$ cat config.mk
export PLATFORM = sky130hd
export DESIGN_NAME = rc_channel_packet_framer_flat
export DESIGN_NICKNAME = d
export VERILOG_FILES = /design/src/rcpf_pkg.sv /design/src/rcpf_if.sv /design/src/rcpf_cfg.sv /design/src/rcpf_front.sv /design/src/rcpf_fifo.sv /design/src/rcpf_back.sv /design/src/rc_channel_packet_framer.sv /design/src/flat_wrapper.sv
export SDC_FILE = /design/constraint.sdc
export NUM_CORES = 1
export LEC_CHECK = 0
export BUFFER_PORTS_ARGS = -buffer_cell sky130_fd_sc_hd__buf_4
export CAP_MARGIN = 20
export CORE_ASPECT_RATIO = 1.75
export CORE_MARGIN = 4
export CORE_UTILIZATION = 25
export CTS_CLUSTER_DIAMETER = 60
export DETAILED_ROUTE_END_ITERATION = 8
export GPL_TIMING_DRIVEN = 1
export SYNTH_ARGS = -nofsm -noshare
export SYNTH_HDL_FRONTEND = slang
export SYNTH_SLANG_ARGS = --single-unit
$ cat constraint.sdc
create_clock -name clk -period 24.5 [get_ports clk]
set_input_delay 4.9 -clock clk [delete_from_list [all_inputs] [get_ports clk]]
set_output_delay 4.9 -clock clk [all_outputs]
set_load 0.005 [all_outputs]
$ cat src/rcpf_pkg.sv
// Shared types, constants and frame bytes of the radio channel packet framer.
package rcpf_pkg;

	localparam int unsigned NumCh    = 7;
	localparam int unsigned ChW      = 12;
	localparam int unsigned OffW     = 10;
	localparam int unsigned WordW    = 16;
	localparam int unsigned IdW      = 32;
	localparam int unsigned CfgIdxW  = 3;
	localparam int unsigned DataLen  = 20;
	localparam int unsigned BindLen  = 12;
	localparam int unsigned ByteIdxW = $clog2(DataLen);
	localparam int unsigned QDepth   = 2;
	localparam int unsigned QPtrW    = $clog2(QDepth);
	localparam int unsigned QCntW    = $clog2(QDepth + 1);

	localparam logic [CfgIdxW-1:0] CfgIdxId   = 3'd0;
	localparam logic [CfgIdxW-1:0] CfgIdxOff0 = 3'd1;

	localparam logic OpData = 1'b0;
	localparam logic OpBind = 1'b1;

	localparam logic [WordW-1:0] ChannelBias = 16'h0280;

	localparam logic [7:0] DataLenByte = 8'h13;
	localparam logic [7:0] BindHdr0    = 8'h0b;
	localparam logic [7:0] BindHdr1    = 8'h7d;
	localparam logic [7:0] HdrOne      = 8'h01;
	localparam logic [7:0] ZeroByte    = 8'h00;

	typedef logic [ChW-1:0] chan_t;

	typedef struct packed {
		logic [IdW-1:0]                 id;
		logic [NumCh-1:0][OffW-1:0]     offset;
	} cfg_t;

	typedef struct packed {
		logic                           op;
		logic [NumCh-1:0][WordW-1:0]    word;
	} entry_t;

	typedef struct packed {
		logic full;
		logic empty;
	} q_stat_t;

endpackage

$ cat src/rcpf_if.sv
// Handshake channels of the framer: requests, frame words and register writes.
interface rcpf_req_if;
	logic                        valid;
	logic                        ready;
	logic                        operation;
	logic signed [rcpf_pkg::ChW-1:0] channel_0;
	logic signed [rcpf_pkg::ChW-1:0] channel_1;
	logic signed [rcpf_pkg::ChW-1:0] channel_2;
	logic signed [rcpf_pkg::ChW-1:0] channel_3;
	logic signed [rcpf_pkg::ChW-1:0] channel_4;
	logic signed [rcpf_pkg::ChW-1:0] channel_5;
	logic signed [rcpf_pkg::ChW-1:0] channel_6;

	modport source(output valid, operation, channel_0, channel_1, channel_2, channel_3,
		channel_4, channel_5, channel_6, input ready);
	modport sink(input valid, operation, channel_0, channel_1, channel_2, channel_3,
		channel_4, channel_5, channel_6, output ready);
endinterface

interface rcpf_byte_if;
	logic       valid;
	logic       ready;
	logic [7:0] frame_byte;
	logic       frame_end;

	modport source(output valid, frame_byte, frame_end, input ready);
	modport sink(input valid, frame_byte, frame_end, output ready);
endinterface

interface rcpf_cfg_if;
	logic                             valid;
	logic                             ready;
	logic [rcpf_pkg::CfgIdxW-1:0]     index;
	logic [rcpf_pkg::IdW-1:0]         data;

	modport source(output valid, index, data, input ready);
	modport sink(input valid, index, data, output ready);
endinterface

$ cat src/rcpf_cfg.sv
// Configuration registers: transmitter ID and the seven centre offsets.
module rcpf_cfg (
	input  logic            clk,
	input  logic            arst_n,
	rcpf_cfg_if.sink        cfg,
	output rcpf_pkg::cfg_t  regs
);

	rcpf_pkg::cfg_t regs_q;
	logic [rcpf_pkg::CfgIdxW-1:0] off_sel;

	assign cfg.ready = 1'b1;
	assign off_sel   = cfg.index - rcpf_pkg::CfgIdxOff0;
	assign regs      = regs_q;

	always_ff @(posedge clk or negedge arst_n) begin
		if (!arst_n) begin
			regs_q <= '0;
		end else if (cfg.valid && cfg.ready) begin
			if (cfg.index == rcpf_pkg::CfgIdxId) begin
				regs_q.id <= cfg.data;
			end else begin
				regs_q.offset[off_sel] <= cfg.data[rcpf_pkg::OffW-1:0];
			end
		end
	end

endmodule

$ cat src/rcpf_front.sv
// Front end: accepts requests and turns the channel positions into frame words.
module rcpf_front (
	rcpf_req_if.sink          req,
	input  rcpf_pkg::cfg_t    regs,
	input  rcpf_pkg::q_stat_t q_stat,
	output logic              push,
	output rcpf_pkg::entry_t  push_entry
);

	rcpf_pkg::chan_t [rcpf_pkg::NumCh-1:0] ch;
	logic [rcpf_pkg::ChW:0] rounded [rcpf_pkg::NumCh];

	assign ch[0] = req.channel_0;
	assign ch[1] = req.channel_1;
	assign ch[2] = req.channel_2;
	assign ch[3] = req.channel_3;
	assign ch[4] = req.channel_4;
	assign ch[5] = req.channel_5;
	assign ch[6] = req.channel_6;

	assign req.ready = !q_stat.full;
	assign push      = req.valid && req.ready;

	// Halving by a shift rounds down, so a negative position is bumped by one first to round toward zero.
	always_comb begin
		push_entry.op = req.operation;
		for (int i = 0; i < rcpf_pkg::NumCh; i++) begin
			rounded[i] = {ch[i][rcpf_pkg::ChW-1], ch[i]}
				+ {{rcpf_pkg::ChW{1'b0}}, ch[i][rcpf_pkg::ChW-1]};
			push_entry.word[i] =
				{{(rcpf_pkg::WordW - rcpf_pkg::ChW){rounded[i][rcpf_pkg::ChW]}},
					rounded[i][rcpf_pkg::ChW:1]}
				+ {{(rcpf_pkg::WordW - rcpf_pkg::OffW){regs.offset[i][rcpf_pkg::OffW-1]}},
					regs.offset[i]}
				+ rcpf_pkg::ChannelBias;
		end
	end

endmodule

$ cat src/rcpf_fifo.sv
// Short request queue between the front end and the byte sequencer.
module rcpf_fifo (
	input  logic              clk,
	input  logic              arst_n,
	input  logic              push,
	input  rcpf_pkg::entry_t  push_entry,
	input  logic              pop,
	output rcpf_pkg::entry_t  head,
	output rcpf_pkg::q_stat_t q_stat
);

	rcpf_pkg::entry_t mem_q [rcpf_pkg::QDepth];
	logic [rcpf_pkg::QPtrW-1:0] wr_ptr_q;
	logic [rcpf_pkg::QPtrW-1:0] rd_ptr_q;
	logic [rcpf_pkg::QCntW-1:0] count_q;

	assign head         = mem_q[rd_ptr_q];
	assign q_stat.full  = count_q == rcpf_pkg::QCntW'(rcpf_pkg::QDepth);
	assign q_stat.empty = count_q == '0;

	always_ff @(posedge clk) begin
		if (push) begin
			mem_q[wr_ptr_q] <= push_entry;
		end
	end

	always_ff @(posedge clk or negedge arst_n) begin
		if (!arst_n) begin
			wr_ptr_q <= '0;
			rd_ptr_q <= '0;
			count_q  <= '0;
		end else begin
			if (push) begin
				wr_ptr_q <= (wr_ptr_q == rcpf_pkg::QPtrW'(rcpf_pkg::QDepth - 1))
					? '0 : wr_ptr_q + 1'b1;
			end
			if (pop) begin
				rd_ptr_q <= (rd_ptr_q == rcpf_pkg::QPtrW'(rcpf_pkg::QDepth - 1))
					? '0 : rd_ptr_q + 1'b1;
			end
			if (push && !pop) begin
				count_q <= count_q + 1'b1;
			end else if (pop && !push) begin
				count_q <= count_q - 1'b1;
			end
		end
	end

endmodule

$ cat src/rcpf_back.sv
// Back end: builds the frame with its check bytes and sends it one byte per word.
module rcpf_back (
	input  logic              clk,
	input  logic              arst_n,
	input  rcpf_pkg::cfg_t    regs,
	input  rcpf_pkg::entry_t  head,
	input  rcpf_pkg::q_stat_t q_stat,
	output logic              pop,
	rcpf_byte_if.source       frm
);

	logic [rcpf_pkg::DataLen-1:0][7:0] frame_q;
	logic [rcpf_pkg::DataLen-1:0][7:0] frame_d;
	logic [rcpf_pkg::ByteIdxW-1:0]     idx_q;
	logic [rcpf_pkg::ByteIdxW-1:0]     last_q;
	logic [rcpf_pkg::ByteIdxW-1:0]     last_d;
	logic                              loaded_q;
	logic                              out_valid_q;
	logic [7:0]                        out_byte_q;
	logic                              out_end_q;
	logic                              adv;
	logic                              emit;
	logic                              at_last;
	logic [7:0]                        xor_a;
	logic [7:0]                        hi_sum;
	logic [7:0]                        id_b [4];

	assign frm.valid      = out_valid_q;
	assign frm.frame_byte = out_byte_q;
	assign frm.frame_end  = out_end_q;

	assign adv     = !out_valid_q || frm.ready;
	assign emit    = loaded_q && adv;
	assign at_last = idx_q == last_q;
	assign pop     = !q_stat.empty && (!loaded_q || (emit && at_last));

	always_comb begin
		for (int k = 0; k < 4; k++) begin
			id_b[k] = regs.id[8*k +: 8];
		end
		xor_a  = '0;
		hi_sum = '0;
		for (int i = 0; i < rcpf_pkg::NumCh - 1; i++) begin
			xor_a  = xor_a ^ head.word[i][15:8] ^ head.word[i][7:0];
			hi_sum = hi_sum + head.word[i][15:8];
		end
		frame_d = '0;
		if (head.op == rcpf_pkg::OpBind) begin
			frame_d[0]  = rcpf_pkg::BindHdr0;
			frame_d[1]  = rcpf_pkg::BindHdr1;
			frame_d[2]  = rcpf_pkg::HdrOne;
			frame_d[3]  = rcpf_pkg::HdrOne;
			frame_d[4]  = id_b[3];
			frame_d[5]  = id_b[2];
			frame_d[6]  = id_b[1];
			frame_d[7]  = id_b[0];
			frame_d[8]  = rcpf_pkg::ZeroByte;
			frame_d[9]  = rcpf_pkg::ZeroByte;
			frame_d[10] = id_b[2];
			frame_d[11] = rcpf_pkg::HdrOne ^ id_b[3] ^ id_b[1] ^ id_b[0];
			last_d      = rcpf_pkg::ByteIdxW'(rcpf_pkg::BindLen - 1);
		end else begin
			frame_d[0] = rcpf_pkg::DataLenByte;
			frame_d[1] = id_b[2];
			frame_d[2] = rcpf_pkg::HdrOne;
			for (int i = 0; i < rcpf_pkg::NumCh; i++) begin
				frame_d[3 + 2*i] = head.word[i][15:8];
				frame_d[4 + 2*i] = head.word[i][7:0];
			end
			frame_d[17] = xor_a ^ head.word[6][15:8] ^ head.word[6][7:0];
			frame_d[18] = xor_a;
			frame_d[19] = hi_sum;
			last_d      = rcpf_pkg::ByteIdxW'(rcpf_pkg::DataLen - 1);
		end
	end

	always_ff @(posedge clk) begin
		if (pop) begin
			frame_q <= frame_d;
			last_q  <= last_d;
		end
		if (emit) begin
			out_byte_q <= frame_q[idx_q];
			out_end_q  <= at_last;
		end
	end

	always_ff @(posedge clk or negedge arst_n) begin
		if (!arst_n) begin
			idx_q       <= '0;
			loaded_q    <= 1'b0;
			out_valid_q <= 1'b0;
		end else begin
			if (emit) begin
				out_valid_q <= 1'b1;
			end else if (adv) begin
				out_valid_q <= 1'b0;
			end
			if (pop) begin
				loaded_q <= 1'b1;
				idx_q    <= '0;
			end else if (emit) begin
				idx_q <= idx_q + 1'b1;
				if (at_last) begin
					loaded_q <= 1'b0;
				end
			end
		end
	end

endmodule

$ cat src/rc_channel_packet_framer.sv
// Top level of the radio channel packet framer.
// Each request on req becomes one frame on frm, one byte per word with frame_end on the
// last byte: 20 bytes for a data request, 12 for a bind request. The byte sequencer sends
// one byte per cycle while frm is ready and loads the next frame in the cycle its last byte
// goes out, so frames stream back to back. A two-entry queue lets new requests be taken
// while a frame is still being sent. An accepted request is written into the queue, then
// loaded into the frame register, then its first byte into the output register. Registers
// on cfg are written at once and must only change while no frame is in flight.
module rc_channel_packet_framer (
	input  logic         clk,
	input  logic         arst_n,
	rcpf_req_if.sink     req,
	rcpf_byte_if.source  frm,
	rcpf_cfg_if.sink     cfg
);

	rcpf_pkg::cfg_t    regs;
	rcpf_pkg::entry_t  push_entry;
	rcpf_pkg::entry_t  head;
	rcpf_pkg::q_stat_t q_stat;
	logic              push;
	logic              pop;

	rcpf_cfg u_cfg (
		.clk    (clk),
		.arst_n (arst_n),
		.cfg    (cfg),
		.regs   (regs)
	);

	rcpf_front u_front (
		.req        (req),
		.regs       (regs),
		.q_stat     (q_stat),
		.push       (push),
		.push_entry (push_entry)
	);

	rcpf_fifo u_fifo (
		.clk        (clk),
		.arst_n     (arst_n),
		.push       (push),
		.push_entry (push_entry),
		.pop        (pop),
		.head       (head),
		.q_stat     (q_stat)
	);

	rcpf_back u_back (
		.clk    (clk),
		.arst_n (arst_n),
		.regs   (regs),
		.head   (head),
		.q_stat (q_stat),
		.pop    (pop),
		.frm    (frm)
	);

endmodule
$ cat src/flat_wrapper.sv
// flat-port wrapper written by rule: the top's interface ports become plain ports
module rc_channel_packet_framer_flat 
  (clk, arst_n, req_valid, req_operation, req_channel_0, req_channel_1, req_channel_2, req_channel_3, req_channel_4, req_channel_5, req_channel_6, req_ready, frm_valid, frm_frame_byte, frm_frame_end, frm_ready, cfg_valid, cfg_index, cfg_data, cfg_ready);
  rcpf_req_if req_i ();
  rcpf_byte_if frm_i ();
  rcpf_cfg_if cfg_i ();
  input  logic clk;
  input  logic arst_n;
  input wire logic [$bits(req_i.valid)-1:0] req_valid;
  input wire logic [$bits(req_i.operation)-1:0] req_operation;
  input wire logic [$bits(req_i.channel_0)-1:0] req_channel_0;
  input wire logic [$bits(req_i.channel_1)-1:0] req_channel_1;
  input wire logic [$bits(req_i.channel_2)-1:0] req_channel_2;
  input wire logic [$bits(req_i.channel_3)-1:0] req_channel_3;
  input wire logic [$bits(req_i.channel_4)-1:0] req_channel_4;
  input wire logic [$bits(req_i.channel_5)-1:0] req_channel_5;
  input wire logic [$bits(req_i.channel_6)-1:0] req_channel_6;
  output wire logic [$bits(req_i.ready)-1:0] req_ready;
  output wire logic [$bits(frm_i.valid)-1:0] frm_valid;
  output wire logic [$bits(frm_i.frame_byte)-1:0] frm_frame_byte;
  output wire logic [$bits(frm_i.frame_end)-1:0] frm_frame_end;
  input wire logic [$bits(frm_i.ready)-1:0] frm_ready;
  input wire logic [$bits(cfg_i.valid)-1:0] cfg_valid;
  input wire logic [$bits(cfg_i.index)-1:0] cfg_index;
  input wire logic [$bits(cfg_i.data)-1:0] cfg_data;
  output wire logic [$bits(cfg_i.ready)-1:0] cfg_ready;
  assign req_i.valid = req_valid;
  assign req_i.operation = req_operation;
  assign req_i.channel_0 = req_channel_0;
  assign req_i.channel_1 = req_channel_1;
  assign req_i.channel_2 = req_channel_2;
  assign req_i.channel_3 = req_channel_3;
  assign req_i.channel_4 = req_channel_4;
  assign req_i.channel_5 = req_channel_5;
  assign req_i.channel_6 = req_channel_6;
  assign req_ready = req_i.ready;
  assign frm_valid = frm_i.valid;
  assign frm_frame_byte = frm_i.frame_byte;
  assign frm_frame_end = frm_i.frame_end;
  assign frm_i.ready = frm_ready;
  assign cfg_i.valid = cfg_valid;
  assign cfg_i.index = cfg_index;
  assign cfg_i.data = cfg_data;
  assign cfg_ready = cfg_i.ready;
  rc_channel_packet_framer u_core (.clk(clk), .arst_n(arst_n), .req(req_i), .frm(frm_i), .cfg(cfg_i));
endmodule
Yosys cells after proc, flatten, opt, wreduce, memory -nomap -nowiden:

Memories as Yosys holds them, arrays and structs flattened.
Index checks and enable logic that the tools add are counted.

* flip-flop bits (word level): 287
* RAM bits: 226
* output and inout bits: 12
* word-level logic and storage cells: 136
* memories: 1

* add/subtract/negate cells: 32
* $lt $le $gt $ge: 3
* equal/unequal tests: 2
* muxes and demuxes: 20
* bitwise logic cells: 17
* reduce and logical (&&, ||, !) cells: 24

Memory list
* u_core.u_fifo.mem_q: depth 2, width 113, rd ports 1, clocked after memory_dff 0, write ports 1, RTL line rcpf_fifo.sv:12 `rcpf_pkg::entry_t mem_q [rcpf_pkg::QDepth];`

Operators with widths (count)
* 8-bit bitwise XOR: 15
* 13-bit by 11-bit adder with 14-bit output, second input constant: 7
* 96-bit 2-to-1 mux: 1
* 12-bit by 10-bit adder with 13-bit output: 7
* 12-bit by 2-bit adder with 13-bit output: 7
* 70-bit bitwise mux: 1
* 8-bit adder: 5
* 8-bit binary-select mux with 5-bit select: 1
* 10-bit demux with 3-bit select: 1
* 5-bit 2-to-1 mux: 3
* 10-bit 2-to-1 mux: 1
* 1-bit 2-to-1 mux: 9
* 8-bit 2-to-1 mux: 1
* 2-bit nonzero test: 4
* 1-bit logical AND: 7
* 1-bit zero test: 6
* 5-bit by 6-bit < comparator with 1-bit output, second input constant: 1
* 2-bit AND reduction: 3
* 5-bit by 1-bit adder with 5-bit output, second input constant: 1
* 5-bit equality test: 1
* 3-bit by 4-bit < comparator with 1-bit output, second input constant: 1
* 2-bit 2-to-1 mux: 2
* 3-bit by 1-bit >= comparator with 1-bit output, second input constant: 1
* 3-bit zero test: 1
* other kinds (8): 11

Logic depth before layout (Yosys ltp):

An unclocked memory read counts as a cell.

* depth after elaboration: 14
* gate-level depth with buffers: 20
* depth with buffers taken out: 15

Modules after synthesis:

From an unflattened synthesis, not the netlist that was laid out.

* cells, all modules: 2058
* area, all modules: 27687.8 um^2

Modules (own cells, without submodules)
* rcpf_back: instances 1, cells each 708, area each 9394.0 um^2
* rcpf_fifo: instances 1, cells each 368, area each 8589.5 um^2
* rcpf_front: instances 1, cells each 748, area each 5768.0 um^2
* rcpf_cfg: instances 1, cells each 234, area each 3936.3 um^2

Worst setup path after synthesis:

Ideal clock, no wire load.

* kind: input port to flip-flop
* start point: in frm_ready
* end point: reg u_core.u_fifo.count_q[1] (netlist bit)
* library setup time: 0.079 ns
* arrival time: 13.145 ns
* required time: 24.421 ns
* setup slack: 11.276 ns
* cell stages on the path: 8
* path buffers: 0
* cell sequence: nand2b_1 -> nand2_1 -> a21oi_1 -> inv_1 -> ha_1 -> xor2_1 -> nor2_1 -> xor2_1

* longest elaborated chain between the ends: 8
* elaborated cells between the ends (all ways): 10

Ends and longest elaborated chain
* start, declared: RTL line flat_wrapper.sv:22 `input wire logic [$bits(frm_i.ready)-1:0] frm_ready;`
* 1-bit logical OR (*): RTL line rcpf_back.sv:32 `assign adv = !out_valid_q || frm.ready;`
* 1-bit logical AND (*): RTL line rcpf_back.sv:33 `assign emit = loaded_q && adv;`
* 1-bit logical AND (*): RTL line rcpf_back.sv:35 `assign pop = !q_stat.empty && (!loaded_q || (emit && at_last));`
* 1-bit logical OR (*): RTL line rcpf_back.sv:35
* 1-bit logical AND (*): RTL line rcpf_back.sv:35
* named net u_core.pop: RTL line rc_channel_packet_framer.sv:22 `logic pop;`
* 1-bit zero test: RTL line rcpf_fifo.sv:41 `if (push && !pop) begin`
* 1-bit logical AND: RTL line rcpf_fifo.sv:41
* 2-bit 2-to-1 mux or 2-bit nonzero test (tied branches)
* end signal, assigned: RTL line rcpf_fifo.sv:42 `count_q <= count_q + 1'b1;`
* end signal, assigned: RTL line rcpf_fifo.sv:44 `count_q <= count_q - 1'b1;`
* end, declared: RTL line rcpf_fifo.sv:15 `logic [rcpf_pkg::QCntW-1:0] count_q;`

The timed path passes the listed nets; every way through them passes the cells marked *.
A chain may end at the register's enable or synchronous reset.

==> impl_metrics.tcl <==
set metrics [dict create \
    rsz0062_at_grt "no" \
    netlist_area_um2 26400 \
    worstSetupEndpointType "flop" \
    synth.ff_latch_count 458 \
    hpwl_mm 57.4 \
    multi_input_area_um2 12400 \
    netlist.area_leader.share_pct 39.2 \
    gp_congestion 0.869 \
    synth_edf_count 345 \
    slew_headroom_pct 26.9 \
    cts_tree "yes" \
    fill_cells 10600 \
    clockBufferDepth 3 \
    synth_cell_type_count 57 \
    critical_path_class "in -> reg" \
    async_reset_ff_share_pct 24.7 \
    critPathRequiredTime_ns 24.81 \
    outcome "complete, no violations" \
    dp.cells 3567 \
    clock_skew_ns 0.0263 \
    synthCells 2127 \
    crit_start "req_channel_1[0]" \
    startpoint_type "input pin" \
    die_w_um 254 \
    grt_max_degree 89 \
    drv_cap 0 \
    leakagePower_nw 12.2 \
    core-area_um2 105000 \
    avgSynthCellArea_um2 12.4 \
    design_power_total_mw 4.38 \
    regToRegStartpoint "u_core.u_fifo.rd_ptr_q$_DFFE_PN0P_" \
    reg2reg_depth 15 \
    grt_usage_pct 12.9 \
    wl_per_cell_um 20.0 \
    portBuffers 135 \
    yosysSeqAreaShare_pct 49.9 \
    cts_resized 0 \
    path_max_fanout 5 \
    hp-class "reg -> reg" \
    stdcell_count 3643 \
    overflow 0 \
    drt_iter0_markers 794 \
    die_h_um 438 \
    start_util_pct 25.2 \
    rows 157 \
    first_global_vias 17000 \
    p_per_area_nw_per_um2 145 \
    nets 2601 \
    postCtsSetupRepairBufs 0 \
    cts-buffers-inserted 41 \
    ant_nets 0 \
    tightest_slew_ns 1.09 \
    drc_errors 0 \
    path_clk_slew_ns 0.06 \
    peakVddDrop_v 0.000119 \
    holdPathStages 1 \
    insertion_delay_ns 0.57 \
    synth_fp_nets 2469 \
    hold_viol 0 \
    pin_count 137 \
    slew_viol_final 0 \
    cts-htree-levels 2 \
    routed_wl_mm 72.9 \
    yosys_warnings 0 \
    drtPass1Iterations 5 \
    final_area_um2 30300 \
    root_buffer "clkbuf_16" \
    area_delta_synth_final_pct 14.6 \
    period_needed_ns 7.52 \
    hp-start "u_core.u_fifo.count_q[1]$_DFFE_PN0P_" \
    synth_top_flop_cell "edfxtp_1" \
    routed_via_density 4.47 \
    setup-violations-final 0 \
    placed_cell_area_um2 28900 \
    vias 16300 \
    mostFrequentLayoutCells "345 x edfxtp_1, 185 x ha_1, 184 x nor2_1" \
    drive_gt1_share_pct 15.8 \
    fin_crit_sh_pct 30.7 \
    antenna_found_initial 1 \
    seqCellArea_um2 13200 \
    fin_setup_tns_ns 0 \
    critical_path_arrival_ns 7.83 \
    cts_sinks 458 \
    grt_pass1_wl_mm 107 \
    clock.fmax_mhz 133 \
    yosysTopAreaCell "edfxtp_1" \
    die_area_um2 111000 \
    final_common_cell "edfxtp_1" \
    synth_area_leaders "edfxtp_1 39%, dfrtp_1 11%, ha_1 8.8%" \
    postCtsHoldBufs 0 \
]
worst max-delay path, stage by stage:
cell	delay, ns
buf_4	0.10
and2_1	0.17
ha_1	0.20
and3_1	0.20
nand3_1	0.15
nor2_1	0.08
xnor2_1	0.13
ha_1	0.27
inv_1	0.04
ha_1	0.24
or4_1	0.54
o22ai_1	0.31
o221ai_1	0.19
a21oi_1	0.20
xor2_1	0.10
layout make-up:
type	count	share of cell area, %
antenna	1	0.00827
clock buffer	57	3.73
clock inverter	18	0.653
inverter	130	1.62
multi-input combinational	1478	41.1
sequential	458	43.6
tap	1351	5.58
timing repair buffer	150	3.72
state kept, by name, indices dropped and copies added, names as in the netlist, 2 cells and up:
| name | flops |
|---|---|
| u_core.u_cfg.regs | 102 |
| u_core.u_fifo.mem_q | 198 |
| u_core.u_back.frame_q | 138 |
| u_core.u_back.frm.frame_byte | 8 |
| u_core.u_back.idx_q | 5 |
| u_core.u_fifo.count_q | 2 |
Yosys cell counts, types with 3 or more instances:
library cell,number
and2_1,21
o21bai_1,7
nor3_1,8
o32ai_1,4
a31oi_1,11
nand2_1,95
and3_1,19
mux2_2,107
nand4_1,9
dfrtp_1,113
inv_1,129
o21ai_1,4
o22ai_1,7
fa_1,32
clkbuf_1,27
a21oi_1,78
buf_4,10
or4_1,3
nor2_1,185
buf_2,15
nand2b_1,18
a21o_1,14
o21ai_0,72
xor2_1,123
mux4_2,35
nand3_1,40
xnor2_1,174
a21boi_0,5
ha_1,185
o21a_1,51
mux2i_1,128
buf_1,4
nor2b_1,14
buf_6,4
edfxtp_1,345
routing by layer:
metal	track usage (%)	share of wire, %
met3	1.46	2.7
met2	26.2	57
met4	6.32	5.4
met1	12.7	34
met5	0	0
per-stage QoR:
stage               hold WS (ns)  setup WS (ns)  utilization [%]
floorplan                  0.461          11.28                -
global placement           0.486          16.44             27.6
detailed placement         0.488          16.42             27.6
CTS                        0.501          17.00             28.9
global route               0.523          16.69             28.9
finish                     0.496          16.98             28.9
power breakdown:
part	internal, mW	switching [mW]
logic	0.994	1.34
clock network	0.367	0.292
registers	1.23	0.160
total	2.59	1.79
final timing paths:
kind / to / slack [ns]
max: u_core.u_fifo.mem_q[1][28]$_DFFE_PP_ / 16.98
min: u_core.u_fifo.count_q[1]$_DFFE_PN0P_ / 0.50
max reg2reg: u_core.u_back.frame_q[159]$_SDFFCE_PP0P_ / 18.77
min reg2reg: u_core.u_fifo.count_q[1]$_DFFE_PN0P_ / 0.50
max in group asynchronous: u_core.u_cfg.regs[43]$_DFFE_PN0P_ / 18.55
min in group asynchronous: u_core.u_cfg.regs[80]$_DFFE_PN0P_ / 4.31
kinds of logic after synthesis:
family | Yosys count | synth area share, %
AO/OA/AOI/OAI | 273 | 6.35
XOR/XNOR | 298 | 9.91
other | 1 | 0.0142
adder cells (fa/ha/maj) | 217 | 11.2
flip-flops | 458 | 49.9
AND/OR/NAND/NOR | 419 | 7.08
multiplexers | 270 | 12.4
buffers and inverters | 191 | 3.10
Note: power is estimated with default switching activity, not from simulation.
